## config.mk

```make
export PLATFORM = sky130hd
export DESIGN_NAME = fat_volume_layout_calc_top
export DESIGN_NICKNAME = d
export VERILOG_FILES = /design/src/hdl/fvl_pkg.sv /design/src/hdl/fat_volume_layout_calc_top.sv /design/src/hdl/fvl_dp.sv /design/src/hdl/fvl_seq.sv
export VERILOG_INCLUDE_DIRS = /design/src /design/src/hdl
export SDC_FILE = /design/constraint.sdc
export NUM_CORES = 1
export LEC_CHECK = 0
export BUFFER_PORTS_ARGS = -buffer_cell sky130_fd_sc_hd__buf_2
export CORE_MARGIN = 2
export CORE_UTILIZATION = 54
export CTS_BUF_LIST = sky130_fd_sc_hd__clkbuf_2 sky130_fd_sc_hd__clkbuf_4 sky130_fd_sc_hd__clkbuf_8
export DETAILED_ROUTE_END_ITERATION = 10
export PLACE_DENSITY_LB_ADDON = 0.05
export SLEW_MARGIN = 0
export SYNTH_ARGS = -nofsm -noshare
export SYNTH_HDL_FRONTEND = slang
export SYNTH_SLANG_ARGS = --single-unit
```

## constraint.sdc

```tcl
create_clock -name i_clk -period 8.5 [get_ports i_clk]
set_clock_uncertainty 0.05 [all_clocks]
set_input_delay 0.85 -clock i_clk [delete_from_list [all_inputs] [get_ports i_clk]]
set_output_delay 0.85 -clock i_clk [all_outputs]
set_load 0.02 [all_outputs]
```

## src/hdl/fat_volume_layout_calc_top_defines.svh

```systemverilog
// Assertion macros for the FAT layout calculator top level.
// Depends on nothing; expects i_clk and i_rst_n in the including scope.
`ifndef FAT_VOLUME_LAYOUT_CALC_TOP_DEFINES_SVH
`define FAT_VOLUME_LAYOUT_CALC_TOP_DEFINES_SVH

// Same-cycle implication, sampled on the rising edge, idle during reset
`define FVL_ASSERT_IMPLIES(lbl, ante, cons) \
    lbl: assert property (@(posedge i_clk) disable iff (!i_rst_n) (ante) |-> (cons)) \
        else $error("layout calculator: same-cycle check failed");

// Next-cycle implication, sampled on the rising edge, idle during reset
`define FVL_ASSERT_NEXT(lbl, ante, cons) \
    lbl: assert property (@(posedge i_clk) disable iff (!i_rst_n) (ante) |=> (cons)) \
        else $error("layout calculator: next-cycle check failed");

`endif

```

## src/hdl/fvl_pkg.sv

```systemverilog
// Shared types, constants and the microcode table of the FAT layout calculator.
// Used by fvl_dp, fvl_seq and fat_volume_layout_calc_top; depends on nothing.
package fvl_pkg;

    // Limits and defaults of the FAT12/16 layout rules
    localparam int unsigned FVL_MAX_RETRIES = 16;
    localparam logic [31:0] FAT12_LIMIT     = 32'h0000_0FF5;
    localparam logic [31:0] FAT16_LIMIT     = 32'h0000_FFF5;
    localparam logic [15:0] DEFAULT_ROOT    = 16'd224;
    localparam logic [7:0]  MEDIA_HARD      = 8'hF8;
    localparam logic [7:0]  MEDIA_FLOPPY    = 8'hF0;
    localparam logic [7:0]  DRIVE_HARD      = 8'h80;
    localparam logic [7:0]  DRIVE_FLOPPY    = 8'h00;
    localparam logic [31:0] HEAD_FAT12      = 32'h00FF_FF00;
    localparam logic [31:0] HEAD_FAT16      = 32'hFFFF_FF00;

    // Automatic cluster size: thresholds on volume size in 2 MiB units
    localparam int           SIZE_STEP_N = 6;
    localparam logic [19:0]  SIZE_STEPS [SIZE_STEP_N] = '{
        20'd1, 20'd4, 20'd16, 20'd64, 20'd256, 20'd512
    };

    typedef enum logic [2:0] {
        STAT_FAT12    = 3'd0,
        STAT_FAT16    = 3'd1,
        STAT_INVALID  = 3'd2,
        STAT_TOO_MANY = 3'd3,
        STAT_TOO_SMALL = 3'd4,
        STAT_NO_CONV  = 3'd5
    } t_status;

    // Datapath operations, one per microcode step
    typedef enum logic [3:0] {
        OP_NOP      = 4'd0,
        OP_PREP     = 4'd1,
        OP_DIV      = 4'd2,
        OP_FATSZ    = 4'd3,
        OP_REMAIN   = 4'd4,
        OP_FINAL    = 4'd5,
        OP_ADJUST   = 4'd6,
        OP_EMIT     = 4'd7,
        OP_ERR_INV  = 4'd8,
        OP_ERR_MANY = 4'd9,
        OP_ERR_SMALL = 4'd10,
        OP_ERR_CONV = 4'd11
    } t_op;

    // Jump conditions
    typedef enum logic [2:0] {
        C_NEVER    = 3'd0,
        C_ALWAYS   = 3'd1,
        C_INVALID  = 3'd2,
        C_OVER16   = 3'd3,
        C_SMALL    = 3'd4,
        C_NO_RETRY = 3'd5,
        C_EXHAUST  = 3'd6,
        C_OUT_BUSY = 3'd7
    } t_cond;

    typedef logic [3:0] t_step;

    // Program addresses
    localparam t_step S_PREP  = 4'd0;
    localparam t_step S_DIV   = 4'd1;
    localparam t_step S_FAT   = 4'd2;
    localparam t_step S_ROOM  = 4'd3;
    localparam t_step S_FINAL = 4'd4;
    localparam t_step S_CHK   = 4'd5;
    localparam t_step S_LIM   = 4'd6;
    localparam t_step S_ADJ   = 4'd7;
    localparam t_step S_DONE  = 4'd8;
    localparam t_step S_ERR2  = 4'd9;
    localparam t_step S_ERR3  = 4'd10;
    localparam t_step S_ERR4  = 4'd11;
    localparam t_step S_ERR5  = 4'd12;

    typedef struct packed {
        t_op   op;
        t_cond cond;
        t_step target;
        logic  last;
    } t_uword;

    // Condition flags from the datapath
    typedef struct packed {
        logic invalid;
        logic over16;
        logic small_vol;
        logic no_retry;
        logic exhaust;
    } t_dp_flags;

    // Sequencer to datapath and top level
    typedef struct packed {
        t_op  op;
        logic busy;
    } t_ctrl;

    // Microcode ROM: operation, jump condition, jump target, end of program
    function automatic t_uword fvl_ucode(input t_step step);
        t_uword w;
        w = '{op: OP_NOP, cond: C_NEVER, target: S_DONE, last: 1'b1};
        unique case (step)
            S_PREP:  w = '{op: OP_PREP,      cond: C_INVALID,  target: S_ERR2, last: 1'b0};
            S_DIV:   w = '{op: OP_DIV,       cond: C_NEVER,    target: S_DIV,  last: 1'b0};
            S_FAT:   w = '{op: OP_FATSZ,     cond: C_OVER16,   target: S_ERR3, last: 1'b0};
            S_ROOM:  w = '{op: OP_REMAIN,    cond: C_SMALL,    target: S_ERR4, last: 1'b0};
            S_FINAL: w = '{op: OP_FINAL,     cond: C_NEVER,    target: S_FINAL, last: 1'b0};
            S_CHK:   w = '{op: OP_NOP,       cond: C_NO_RETRY, target: S_DONE, last: 1'b0};
            S_LIM:   w = '{op: OP_NOP,       cond: C_EXHAUST,  target: S_ERR5, last: 1'b0};
            S_ADJ:   w = '{op: OP_ADJUST,    cond: C_ALWAYS,   target: S_DIV,  last: 1'b0};
            S_DONE:  w = '{op: OP_EMIT,      cond: C_OUT_BUSY, target: S_DONE, last: 1'b1};
            S_ERR2:  w = '{op: OP_ERR_INV,   cond: C_ALWAYS,   target: S_DONE, last: 1'b0};
            S_ERR3:  w = '{op: OP_ERR_MANY,  cond: C_ALWAYS,   target: S_DONE, last: 1'b0};
            S_ERR4:  w = '{op: OP_ERR_SMALL, cond: C_ALWAYS,   target: S_DONE, last: 1'b0};
            S_ERR5:  w = '{op: OP_ERR_CONV,  cond: C_ALWAYS,   target: S_DONE, last: 1'b0};
            default: w = '{op: OP_NOP,       cond: C_NEVER,    target: S_DONE, last: 1'b1};
        endcase
        return w;
    endfunction

endpackage

```

## src/hdl/fat_volume_layout_calc_top.sv

```systemverilog
// Each request runs the microcode program with r retries (0..MAX_RETRIES) of the cluster size;
// running out of retries ends in the no-convergence error status.
// One datapath step per cycle, set by the microcode program; the done step repeats while the result is held.
// A new request is taken only once the sequencer is idle; a held result stalls only the done step.
// Reset: synchronous, active low; clears the sequencer and the result valid flag.
// Depends on fvl_pkg, fvl_seq, fvl_dp and fat_volume_layout_calc_top_defines.svh.
`include "fat_volume_layout_calc_top_defines.svh"
module fat_volume_layout_calc_top
    import fvl_pkg::*;
#(
    parameter int unsigned MAX_RETRIES = FVL_MAX_RETRIES
) (
    input  logic        i_clk,
    input  logic        i_rst_n,
    input  logic        i_in_valid,
    output logic        o_in_stall,
    input  logic [31:0] i_volume_start,
    input  logic [31:0] i_volume_sectors,
    input  logic [7:0]  i_cluster_sectors_req,
    input  logic [15:0] i_root_entries_req,
    input  logic [15:0] i_head_count,
    input  logic [15:0] i_track_sectors,
    input  logic [31:0] i_hidden_offset,
    output logic        o_out_valid,
    input  logic        i_out_stall,
    output logic [2:0]  o_status,
    output logic [7:0]  o_sectors_per_cluster,
    output logic [15:0] o_root_entries,
    output logic [9:0]  o_fat_sectors,
    output logic [11:0] o_root_dir_sectors,
    output logic [31:0] o_fat_first_sector,
    output logic [15:0] o_cluster_count,
    output logic [31:0] o_hidden_sectors,
    output logic [7:0]  o_media_code,
    output logic [7:0]  o_drive_number,
    output logic [31:0] o_fat_head_word
);

    t_ctrl     ctrl;
    t_dp_flags flags;
    logic      accept, out_busy, emit;
    logic      r_out_valid, n_out_valid;

    logic [2:0]  d_status;
    logic [7:0]  d_spc, d_media, d_drive;
    logic [15:0] d_roots, d_clus;
    logic [9:0]  d_fat;
    logic [11:0] d_dir;
    logic [31:0] d_first, d_hidden, d_head;

    logic [2:0]  r_status;
    logic [7:0]  r_spc, r_media, r_drive;
    logic [15:0] r_roots, r_clus;
    logic [9:0]  r_fat;
    logic [11:0] r_dir;
    logic [31:0] r_first, r_hidden, r_head;

    // Take a request only while the sequencer is idle
    assign o_in_stall = ctrl.busy;
    assign accept     = i_in_valid && !ctrl.busy;

    // Hold the done step while the previous result is still stalled
    assign out_busy = r_out_valid && i_out_stall;
    assign emit     = (ctrl.op == OP_EMIT) && !out_busy;

    fvl_seq u_seq (
        .i_clk      (i_clk),
        .i_rst_n    (i_rst_n),
        .i_start    (accept),
        .i_out_busy (out_busy),
        .i_flags    (flags),
        .o_ctrl     (ctrl)
    );

    fvl_dp #(
        .MAX_RETRIES (MAX_RETRIES)
    ) u_dp (
        .i_clk                 (i_clk),
        .i_rst_n               (i_rst_n),
        .i_load                (accept),
        .i_op                  (ctrl.op),
        .i_volume_start        (i_volume_start),
        .i_volume_sectors      (i_volume_sectors),
        .i_cluster_sectors_req (i_cluster_sectors_req),
        .i_root_entries_req    (i_root_entries_req),
        .i_head_count          (i_head_count),
        .i_track_sectors       (i_track_sectors),
        .i_hidden_offset       (i_hidden_offset),
        .o_flags               (flags),
        .o_status              (d_status),
        .o_sectors_per_cluster (d_spc),
        .o_root_entries        (d_roots),
        .o_fat_sectors         (d_fat),
        .o_root_dir_sectors    (d_dir),
        .o_fat_first_sector    (d_first),
        .o_cluster_count       (d_clus),
        .o_hidden_sectors      (d_hidden),
        .o_media_code          (d_media),
        .o_drive_number        (d_drive),
        .o_fat_head_word       (d_head)
    );

    // Result valid: set on emit, drop once taken
    always_comb begin
        n_out_valid = r_out_valid;
        if (emit) begin
            n_out_valid = 1'b1;
        end else if (!i_out_stall) begin
            n_out_valid = 1'b0;
        end
    end

    always_ff @(posedge i_clk) begin
        if (!i_rst_n) begin
            r_out_valid <= 1'b0;
        end else begin
            r_out_valid <= n_out_valid;
        end
    end

    // Result register
    always_ff @(posedge i_clk) begin
        if (emit) begin
            r_status <= d_status;
            r_spc    <= d_spc;
            r_roots  <= d_roots;
            r_fat    <= d_fat;
            r_dir    <= d_dir;
            r_first  <= d_first;
            r_clus   <= d_clus;
            r_hidden <= d_hidden;
            r_media  <= d_media;
            r_drive  <= d_drive;
            r_head   <= d_head;
        end
    end

    assign o_out_valid           = r_out_valid;
    assign o_status              = r_status;
    assign o_sectors_per_cluster = r_spc;
    assign o_root_entries        = r_roots;
    assign o_fat_sectors         = r_fat;
    assign o_root_dir_sectors    = r_dir;
    assign o_fat_first_sector    = r_first;
    assign o_cluster_count       = r_clus;
    assign o_hidden_sectors      = r_hidden;
    assign o_media_code          = r_media;
    assign o_drive_number        = r_drive;
    assign o_fat_head_word       = r_head;

    // Checks
    `FVL_ASSERT_NEXT(a_busy_after_accept, i_in_valid && !o_in_stall, o_in_stall)
    `FVL_ASSERT_IMPLIES(a_error_zeroes, o_out_valid && o_status != STAT_FAT12 && o_status != STAT_FAT16, o_cluster_count == 16'd0 && o_sectors_per_cluster == 8'd0)
    `FVL_ASSERT_IMPLIES(a_fat16_count, o_out_valid && o_status == STAT_FAT16, o_cluster_count > 16'h0FF5)
    `FVL_ASSERT_IMPLIES(a_fat12_count, o_out_valid && o_status == STAT_FAT12, o_cluster_count <= 16'h0FF5)

endmodule

```

## src/hdl/fvl_dp.sv

```systemverilog
// Datapath of the FAT layout calculator: request registers, cluster maths, result fields.
// Depends on fvl_pkg; driven one operation per cycle by fvl_seq.
module fvl_dp
    import fvl_pkg::*;
#(
    parameter int unsigned MAX_RETRIES = FVL_MAX_RETRIES
) (
    input  logic        i_clk,
    input  logic        i_rst_n,
    input  logic        i_load,
    input  t_op         i_op,
    input  logic [31:0] i_volume_start,
    input  logic [31:0] i_volume_sectors,
    input  logic [7:0]  i_cluster_sectors_req,
    input  logic [15:0] i_root_entries_req,
    input  logic [15:0] i_head_count,
    input  logic [15:0] i_track_sectors,
    input  logic [31:0] i_hidden_offset,
    output t_dp_flags   o_flags,
    output logic [2:0]  o_status,
    output logic [7:0]  o_sectors_per_cluster,
    output logic [15:0] o_root_entries,
    output logic [9:0]  o_fat_sectors,
    output logic [11:0] o_root_dir_sectors,
    output logic [31:0] o_fat_first_sector,
    output logic [15:0] o_cluster_count,
    output logic [31:0] o_hidden_sectors,
    output logic [7:0]  o_media_code,
    output logic [7:0]  o_drive_number,
    output logic [31:0] o_fat_head_word
);

    localparam int RW = $clog2(MAX_RETRIES + 1);

    // Request registers
    logic [31:0] r_vstart, r_vsize, r_hoff;
    logic [7:0]  r_creq;
    logic [15:0] r_rreq, r_heads, r_spt;

    // Working registers
    logic [2:0]    r_sh, n_sh;
    logic [15:0]   r_roots, n_roots;
    logic [11:0]   r_dir, n_dir;
    logic [31:0]   r_clus, n_clus;
    logic [31:0]   r_rem, n_rem;
    logic [9:0]    r_fat, n_fat;
    logic          r_fat16, n_fat16;
    logic [RW-1:0] r_retries, n_retries;
    logic          r_err, n_err;
    t_status       r_status, n_status;

    logic [2:0]  auto_sh, req_sh;
    logic [19:0] size_n;
    logic [15:0] roots_rnd;
    logic [16:0] clus_c;
    logic [19:0] bytes16, bytes12, fat_bytes;
    logic [10:0] fat_secs;
    logic [13:0] meta_secs;
    logic [14:0] need;
    logic        start_hard;
    t_status     res_status;

    // Capture the request at acceptance
    always_ff @(posedge i_clk) begin
        if (i_load) begin
            r_vstart <= i_volume_start;
            r_vsize  <= i_volume_sectors;
            r_creq   <= i_cluster_sectors_req;
            r_rreq   <= i_root_entries_req;
            r_heads  <= i_head_count;
            r_spt    <= i_track_sectors;
            r_hoff   <= i_hidden_offset;
        end
    end

    // Automatic cluster shift: count size thresholds reached
    always_comb begin
        size_n  = r_vsize[31:12];
        auto_sh = 3'd0;
        for (int k = 0; k < SIZE_STEP_N; k++) begin
            if (SIZE_STEPS[k] <= size_n) begin
                auto_sh = 3'(k + 1);
            end
        end
    end

    // Requested cluster shift: position of the single set bit
    always_comb begin
        req_sh = 3'd0;
        for (int i = 0; i < 8; i++) begin
            if (r_creq[i]) begin
                req_sh = 3'(i);
            end
        end
    end

    // Round root entries down to a multiple of sixteen, default when nothing is left
    always_comb begin
        roots_rnd = {r_rreq[15:4], 4'd0};
        if (roots_rnd == 16'd0) begin
            roots_rnd = DEFAULT_ROOT;
        end
    end

    // FAT size in sectors from the guessed cluster count
    assign clus_c    = r_clus[16:0];
    assign bytes16   = {2'd0, clus_c, 1'b0} + 20'd4;
    assign bytes12   = ((({2'd0, clus_c, 1'b0} + 20'(clus_c)) + 20'd1) >> 1) + 20'd3;
    assign fat_bytes = (r_clus > FAT12_LIMIT) ? bytes16 : bytes12;
    assign fat_secs  = 11'((fat_bytes + 20'd511) >> 9);

    // Reserved, FAT and root sectors, and the minimum volume size
    assign meta_secs = 14'd1 + {3'd0, r_fat, 1'b0} + {2'd0, r_dir};
    assign need      = {1'b0, meta_secs} + 15'({7'd0, 8'd1} << r_sh);

    // Condition flags for the sequencer
    always_comb begin
        o_flags.invalid   = (r_heads == 16'd0) || (r_spt == 16'd0) ||
                            ((r_creq != 8'd0) && ((r_creq & (r_creq - 8'd1)) != 8'd0));
        o_flags.over16    = r_clus > FAT16_LIMIT;
        o_flags.small_vol = r_vsize < {17'd0, need};
        o_flags.no_retry  = !(r_fat16 && (r_clus <= FAT12_LIMIT));
        o_flags.exhaust   = r_retries >= RW'(MAX_RETRIES);
    end

    // Apply the operation of this step
    always_comb begin
        n_sh      = r_sh;
        n_roots   = r_roots;
        n_dir     = r_dir;
        n_clus    = r_clus;
        n_rem     = r_rem;
        n_fat     = r_fat;
        n_fat16   = r_fat16;
        n_retries = r_retries;
        n_err     = r_err;
        n_status  = r_status;
        unique case (i_op)
            OP_PREP: begin
                n_sh      = (r_creq == 8'd0) ? auto_sh : req_sh;
                n_roots   = roots_rnd;
                n_dir     = roots_rnd[15:4];
                n_retries = '0;
                n_err     = 1'b0;
            end
            OP_DIV: begin
                n_clus = r_vsize >> r_sh;
            end
            OP_FATSZ: begin
                n_fat   = fat_secs[9:0];
                n_fat16 = r_clus > FAT12_LIMIT;
            end
            OP_REMAIN: begin
                n_rem = r_vsize - {18'd0, meta_secs};
            end
            OP_FINAL: begin
                n_clus = r_rem >> r_sh;
            end
            OP_ADJUST: begin
                n_retries = r_retries + RW'(1);
                n_sh      = (r_sh == 3'd7) ? 3'd6 : r_sh + 3'd1;
            end
            OP_ERR_INV: begin
                n_err    = 1'b1;
                n_status = STAT_INVALID;
            end
            OP_ERR_MANY: begin
                n_err    = 1'b1;
                n_status = STAT_TOO_MANY;
            end
            OP_ERR_SMALL: begin
                n_err    = 1'b1;
                n_status = STAT_TOO_SMALL;
            end
            OP_ERR_CONV: begin
                n_err    = 1'b1;
                n_status = STAT_NO_CONV;
            end
            OP_NOP, OP_EMIT: begin
            end
            default: begin
            end
        endcase
    end

    always_ff @(posedge i_clk) begin
        r_sh      <= n_sh;
        r_roots   <= n_roots;
        r_dir     <= n_dir;
        r_clus    <= n_clus;
        r_rem     <= n_rem;
        r_fat     <= n_fat;
        r_fat16   <= n_fat16;
        r_retries <= n_retries;
        r_status  <= n_status;
        if (!i_rst_n) begin
            r_err <= 1'b0;
        end else begin
            r_err <= n_err;
        end
    end

    // Result fields; an error clears all but the status
    assign start_hard = r_vstart != 32'd0;
    assign res_status = r_err ? r_status : (r_fat16 ? STAT_FAT16 : STAT_FAT12);

    always_comb begin
        o_status              = res_status;
        o_sectors_per_cluster = '0;
        o_root_entries        = '0;
        o_fat_sectors         = '0;
        o_root_dir_sectors    = '0;
        o_fat_first_sector    = '0;
        o_cluster_count       = '0;
        o_hidden_sectors      = '0;
        o_media_code          = '0;
        o_drive_number        = '0;
        o_fat_head_word       = '0;
        if (!r_err) begin
            o_sectors_per_cluster = 8'd1 << r_sh;
            o_root_entries        = r_roots;
            o_fat_sectors         = r_fat;
            o_root_dir_sectors    = r_dir;
            o_fat_first_sector    = r_vstart + 32'd1;
            o_cluster_count       = r_clus[15:0];
            o_hidden_sectors      = r_vstart + r_hoff;
            o_media_code          = start_hard ? MEDIA_HARD : MEDIA_FLOPPY;
            o_drive_number        = start_hard ? DRIVE_HARD : DRIVE_FLOPPY;
            o_fat_head_word       = (r_fat16 ? HEAD_FAT16 : HEAD_FAT12) |
                                    {24'd0, o_media_code};
        end
    end

endmodule

```

## src/hdl/fvl_seq.sv

```systemverilog
// Microcode sequencer of the FAT layout calculator: step counter, ROM and jumps.
// Depends on fvl_pkg for the control word format and the program.
module fvl_seq
    import fvl_pkg::*;
(
    input  logic      i_clk,
    input  logic      i_rst_n,
    input  logic      i_start,
    input  logic      i_out_busy,
    input  t_dp_flags i_flags,
    output t_ctrl     o_ctrl
);

    typedef enum logic [1:0] {
        SQ_IDLE = 2'b01,
        SQ_RUN  = 2'b10
    } t_seq_state;

    t_seq_state r_state, n_state;
    t_step      r_step, n_step;
    t_uword     uword;
    logic       take;

    // Fetch the control word of the current step
    assign uword = fvl_ucode(r_step);

    // Evaluate the jump condition
    always_comb begin
        unique case (uword.cond)
            C_NEVER:    take = 1'b0;
            C_ALWAYS:   take = 1'b1;
            C_INVALID:  take = i_flags.invalid;
            C_OVER16:   take = i_flags.over16;
            C_SMALL:    take = i_flags.small_vol;
            C_NO_RETRY: take = i_flags.no_retry;
            C_EXHAUST:  take = i_flags.exhaust;
            C_OUT_BUSY: take = i_out_busy;
            default:    take = 1'b0;
        endcase
    end

    // Advance, jump or finish
    always_comb begin
        n_state = r_state;
        n_step  = r_step;
        unique case (r_state)
            SQ_IDLE: begin
                if (i_start) begin
                    n_state = SQ_RUN;
                    n_step  = S_PREP;
                end
            end
            SQ_RUN: begin
                if (take) begin
                    n_step = uword.target;
                end else if (uword.last) begin
                    n_state = SQ_IDLE;
                end else begin
                    n_step = 4'(r_step + 4'd1);
                end
            end
            default: begin
                n_state = SQ_IDLE;
            end
        endcase
    end

    always_ff @(posedge i_clk) begin
        if (!i_rst_n) begin
            r_state <= SQ_IDLE;
            r_step  <= S_PREP;
        end else begin
            r_state <= n_state;
            r_step  <= n_step;
        end
    end

    // Drive the datapath only while a program runs
    assign o_ctrl.busy = r_state == SQ_RUN;
    assign o_ctrl.op   = (r_state == SQ_RUN) ? uword.op : OP_NOP;

endmodule
```

# == Word level (Yosys, flattened, before mapping) ==
# Memories as Yosys holds them, arrays and structs flattened. A register that Yosys moved wholly into a read port is not among the register bits.
# Index checks and enable logic that the tools add are counted.
# totals
register_bits,451
romBits,192
input_bits,156
mem_count,1
# mem_list
name,depth,width,rd,rd_ports_with_merged_regs,wr,line_no,rtl
(no name shown),16,12,1,1,0,fvl_pkg.sv:103,unique case (step)
# op_classes
n_addsub,15
n_lt_le_gt_ge,11
n_eq_ne,26
shifts,4
mux,41
bitwise,2
reduce_logical,26
# ops
cell,n
case mux 32 bit (2 select lines),1
>> shifter 32 x 3 -> 32 bit,2
"adder 32 x 1 -> 32 bit, second input constant",1
adder 32 bit,1
"greater-than comparator 32 x 12 -> 1 bit, second input constant",1
"greater-than comparator 32 x 16 -> 1 bit, second input constant",1
"less-or-equal comparator 32 x 12 -> 1 bit, second input constant",1
zero test 16 bit,2
less-than comparator 32 x 15 -> 1 bit,1
two-way mux 32 bit,1
bitwise OR 32 x 8 -> 32 bit,1
nonzero test 32 bit,1
subtractor 32 x 14 -> 32 bit,1
two-way mux 3 bit,10
two-way mux 4 bit,7
"adder 20 x 1 -> 20 bit, second input constant",1
"less-or-equal comparator 1 x 20 -> 1 bit, first input constant",1
"less-or-equal comparator 10 x 20 -> 1 bit, first input constant",1
"less-or-equal comparator 3 x 20 -> 1 bit, first input constant",1
"less-or-equal comparator 5 x 20 -> 1 bit, first input constant",1
"less-or-equal comparator 7 x 20 -> 1 bit, first input constant",1
"less-or-equal comparator 9 x 20 -> 1 bit, first input constant",1
adder 18 x 17 -> 19 bit,1
"adder 18 x 3 -> 19 bit, second input constant",1
other kinds (48),84

# == Logic depth before layout (Yosys ltp) ==
# logic_depth
word_depth,10
mapped_depth,33
mapped_depth_nobuf,32

# == Hierarchy ==
# Synthesis repeated with hierarchy kept, for this count alone.
# unflattened
cells_unflattened,1832
area_unflattened_um2,22898.2
# modules_own_cells
module,n_inst,cells_each,area_each_um2,seq_area_each_um2
fvl_dp,1,1542,16462.0,7407.1
fat_volume_layout_calc_top,1,184,5368.9,5335.1
fvl_seq,1,106,1067.3,360.3

# == Least setup slack after synthesis ==
# Ideal clock, no wire load.
# synth_path
path_kind,reg2reg
from,register u_seq.r_state[0]
to,register u_seq.uword[4] (netlist name)
setup_ns,0.058
t_arrival_ns,9.008
required_ns,8.392
slack_ns,-0.616
path_stages_with_launch,13
period_less_slack_ns,9.116
cell_sequence,dfxtp_1 inv_1 ha_1 clkbuf_1 nor2b_1 o21bai_1 a41oi_1 nor2b_1 a31oi_1 nand2b_1 ha_1 mux2_2 nand2_1
# synth_via
elab_chain_len,7
elab_cells_between_ends,11
cone_classes,4 x eq/ne; 3 x mux; 4 x reduce/logical
# synth_lines
item,line_no,rtl
from (decl),fvl_seq.sv:19,"t_seq_state r_state, n_state;"
from (signal assigned),fvl_seq.sv:73,r_state <= n_state;
== test 2 bit,fvl_seq.sv:79,assign o_ctrl.busy = r_state == SQ_RUN;
named net o_in_stall,fat_volume_layout_calc_top.sv:16,"output logic o_in_stall,"
zero test 1 bit,fat_volume_layout_calc_top.sv:60,assign accept = i_in_valid && !ctrl.busy;
logical AND 1 bit,fat_volume_layout_calc_top.sv:60,
named net accept,fat_volume_layout_calc_top.sv:41,"logic accept, out_busy, emit;"
inequality test 2 bit (no source line),-,
AND reduction 3 bit (no source line),-,
two-way mux 4 bit (no source line) (2 in a row),-,
# The timed path passes the listed nets, and every way through them passes these cells.
# A chain may end at the register's enable or synchronous reset.

# == Worst setup path after layout ==
# layout_path
from,register u_dp.r_sh[1]
to,register u_seq.uword[9] (netlist name)
# layout_via
elab_chain_len,8
elab_cells_between_ends,10
cone_classes,1 x add/sub; 1 x order compare; 1 x eq/ne; 1 x shift; 5 x mux; 1 x reduce/logical
# layout_lines
item,line_no,rtl
from (decl),fvl_dp.sv:41,"logic [2:0] r_sh, n_sh;"
from (signal assigned),fvl_dp.sv:187,r_sh <= n_sh;
<< shifter 1 x 3 -> 15 bit (*),fvl_dp.sv:114,"assign need = {1'b0, meta_secs} + 15'({7'd0, 8'd1} << r_sh);"
adder 14 x 15 -> 15 bit (*),fvl_dp.sv:114,
less-than comparator 32 x 15 -> 1 bit (*),fvl_dp.sv:121,"o_flags.small_vol = r_vsize < {17'd0, need};"
case mux 1 bit (8 select lines) (*),fvl_seq.sv:29,unique case (uword.cond)
inequality test 3 bit (no source line) / two-way mux 4 bit (equally long branches),-,
AND reduction 3 bit (no source line) / case mux 4 bit (2 select lines) (equally long branches),-,
two-way mux 4 bit (no source line) (*) (2 in a row),-,
# Mark *: on every way between the ends. The rest lies on a longest branch, timed or not.

==> out/qor.yml <==
worst_setup_path:
  worstRegToRegCells: 25
  worstPathArrival_ps: 7590
  crit_top_cell: "a21oi_1"
  crit_path_top_delay_cell: "edfxtp_1"
  crit_buf_inv: 1
  ff2ff_setup_slack_ps: 1340
  r2r_start: "u_dp.r_sh[1]$_DFFE_PP_"
  worstPathRequired_ps: 8930
  max_stage_delay_ps: 870
  end_kind: "flip-flop"
  crit_path_max_fanout: 25
  critPathLaunchType: "flip-flop"
  crit_family: "compound AO/OA/AOI/OAI gates"
  rr_endpoint: "u_seq.uword[9]$_DFF_P_"
  worstSetupPathType: "flip-flop to flip-flop"
cells_and_area:
  postLayoutCoreUtil_pct: 62.6
  area_delta_synth_final_pct: 13.7
  final_cell_mix: "edfxtp_1 (362), buf_2 (313), nor2_1 (142), mux2i_1 (115), ha_1 (112)"
  finalNetCount: 2476
  layout-drive-gt1-share_pct: 21.4
  final_common_cell: "edfxtp_1"
power:
  powerDensity_nw_per_um2: 200
  leakagePower_nw: 9.95
  peakVddDrop_uv: 148
route:
  route.vias.total: 15844
  drtIter0Drc: 1216
  viasPerCell: 5.69
  firstDrtPassIters: 6
  avgRoutedWirePerCell_microns: 19.0
  ant_nets: 0
  routed_wl_microns: 52800
  drcViolationCount: 0
global_routing:
  grt_max_degree: 85
  grt_pass1_wl_microns: 80700
  grt_overflow_total: 0
  grt.total_usage_pct: 24.7
  antenna_found_initial: 6
  first_global_vias: 14995
clocking:
  cts_root_buffer: "clkbuf_8"
  numCtsBuffers: 66
  clk_pin_slew_ps: 60
  clock_latency_ps: 620
  post_cts_buffers: 0
  cts_htree_levels: 3
  cts_resized: 0
  cts_tree: "done"
  clock_sinks: 382
  cts_hold_buf: 0
  clk_path_buf_depth: 3
min_path:
  hold_depth: 1
  min_to: "u_dp.r_vstart[18]$_DFFE_PP_"
  hp-class: "primary input to flip-flop"
  hp-start: "i_volume_start[18]"
floorplan:
  rows: 73
  io-pin-count: 335
  die-width_microns: 206
  dieArea_sq_um: 42300
  initial_utilization_pct: 55.0
  die_h_microns: 206
  core_area_sq_um: 39900
synth:
  async_reset_ff_share_pct: 0
  ys_seq_area_share_pct: 51.3
  synth_area_sq_um: 22000
  ys_warn_count: 0
  synth_enable_flop_cells: 362
  synth_top_flop_cell: "edfxtp_1"
  synth.distinct_cells: 96
  syn_avg_cell_area_sq_um: 11.4
  synth-seq-cells: 382
  syn_inst: 1921
timing:
  slew_violations: 0
  fin_crit_sh_pct: 84.3
  fin_setup_tns_ps: 0
  rsz0062_at_grt: "no"
  min_period_ps: 7160
  setup_viol: 0
  max_freq_mhz: 140
  hold_viol: 0
  worst_slew_pin_slew_ps: 1070
  max-slew-margin-rel_pct: 29.0
run_status:
  run_status: "finished, final reports clean"
placed_design:
  gp_congestion: 0.928
  dpl.hpwl_microns: 39700
  port_buffers: 313
flow_run:
  cap_violations: 0
## cell usage after synthesis, drive strengths merged, types with 12 or more instances
master	n	area share (%)
clkbuf	47	0.80
nand3	57	1.3
xnor2	92	3.7
o211ai	13	0.44
edfxtp	362	49
inv	79	1.3
a211oi	17	0.76
a21oi	92	2.1
xor2	73	2.9
buf	81	2.6
o21ai	59	1.4
o21bai	18	0.62
nor2b	60	1.7
nand2	95	1.6
or3	20	0.59
nor2	143	2.4
dfxtp	20	1.8
a21o	42	1.4
or2	12	0.35
mux2i	115	5.2
ha	112	6.4
and3	26	0.74
nand4	22	0.63
nand2b	17	0.48
nor4	37	1.1
and2	24	0.68
nor3	34	0.82
## power breakdown
part           switching (mW)  internal, mW
Combinational           0.569         0.413
Clock                   0.748         0.909
Sequential             0.0980          2.25
## kinds of logic after synthesis
logic type,count (synthesis),synth area share (%)
other,2,0.0342
AND/OR/NAND/NOR,572,13.4
buffers and inverters,207,4.75
AO/OA/AOI/OAI,351,11.2
multiplexers,119,5.55
XOR/XNOR,165,6.61
adder cells (fa/ha/maj),123,7.11
flip-flops,382,51.3
## worst max path at each step
stage	start	end	slack [ps]	cells past startpoint
detailed placement	u_dp.r_sh[1]$_DFFE_PP_	u_seq.uword[9]$_DFF_P_	1460	28
global placement	u_dp.r_sh[1]$_DFFE_PP_	u_seq.uword[9]$_DFF_P_	1600	25
finish	u_dp.r_sh[1]$_DFFE_PP_	u_seq.uword[9]$_DFF_P_	1340	25
floorplan	u_seq.r_state[0]$_SDFFE_PN1P_	o_cluster_count[0]$_SDFFCE_PP0P_	1160	5
CTS	u_dp.r_sh[1]$_DFFE_PP_	u_seq.uword[9]$_DFF_P_	1380	25
global route	u_dp.r_sh[1]$_DFFE_PP_	u_seq.uword[9]$_DFF_P_	860	25
## area by class of cell
class	count	area (sq um)
diodes	7	17.5
clock buffers	91	1100
clock inverters	25	201
fillers	3224	14900
inverters	79	297
multi-input cells	1348	9760
flip-flops and latches	382	11300
well taps	525	657
repair buffers	326	1660
## flip-flops by register name (all words and copies together) (netlist names), 3 cells and up
name                   count
u_dp.r_creq                8
u_dp.r_fat                10
o_fat_first_sector        32
u_dp.r_retries             5
u_dp.r_status              3
u_dp.r_heads              16
o_status                   3
u_dp.r_vsize              32
u_dp.r_rem                32
u_seq.uword               12
u_dp.r_clus               32
u_dp.r_rreq               12
o_fat_sectors             10
u_dp.r_sh                  3
u_dp.r_vstart             32
u_dp.r_hoff               32
o_cluster_count           16
o_hidden_sectors          32
u_dp.r_roots              12
o_root_dir_sectors        12
o_sectors_per_cluster      8
u_dp.r_spt                16
u_seq.r_step               4
## per-layer routing
layer  wire (microns)  GRT usage (%)
met1            22400           32.8
met2            25400           40.7
met3             3250           4.32
met4             1780           9.30
met5                0              0
## per-stage QoR
| stage | hold WS (ps) | worst slack (ps) | instances | total power [mW] | cell area [sq um] |
|---|---|---|---|---|---|
| after floorplan | 421 | 1160 | 1937 | 3.11 | 22000 |
| after global placement | 390 | 1600 | 2660 | 3.32 | 23700 |
| after detailed placement | 391 | 1460 | 2660 | 3.35 | 23700 |
| after CTS | 309 | 1380 | 2776 | 5.03 | 25000 |
| after global routing | 310 | 864 | 2782 | 5.26 | 25000 |
| final | 354 | 1340 | 2783 | 4.99 | 25000 |
Power figures use the tool's default switching activity.
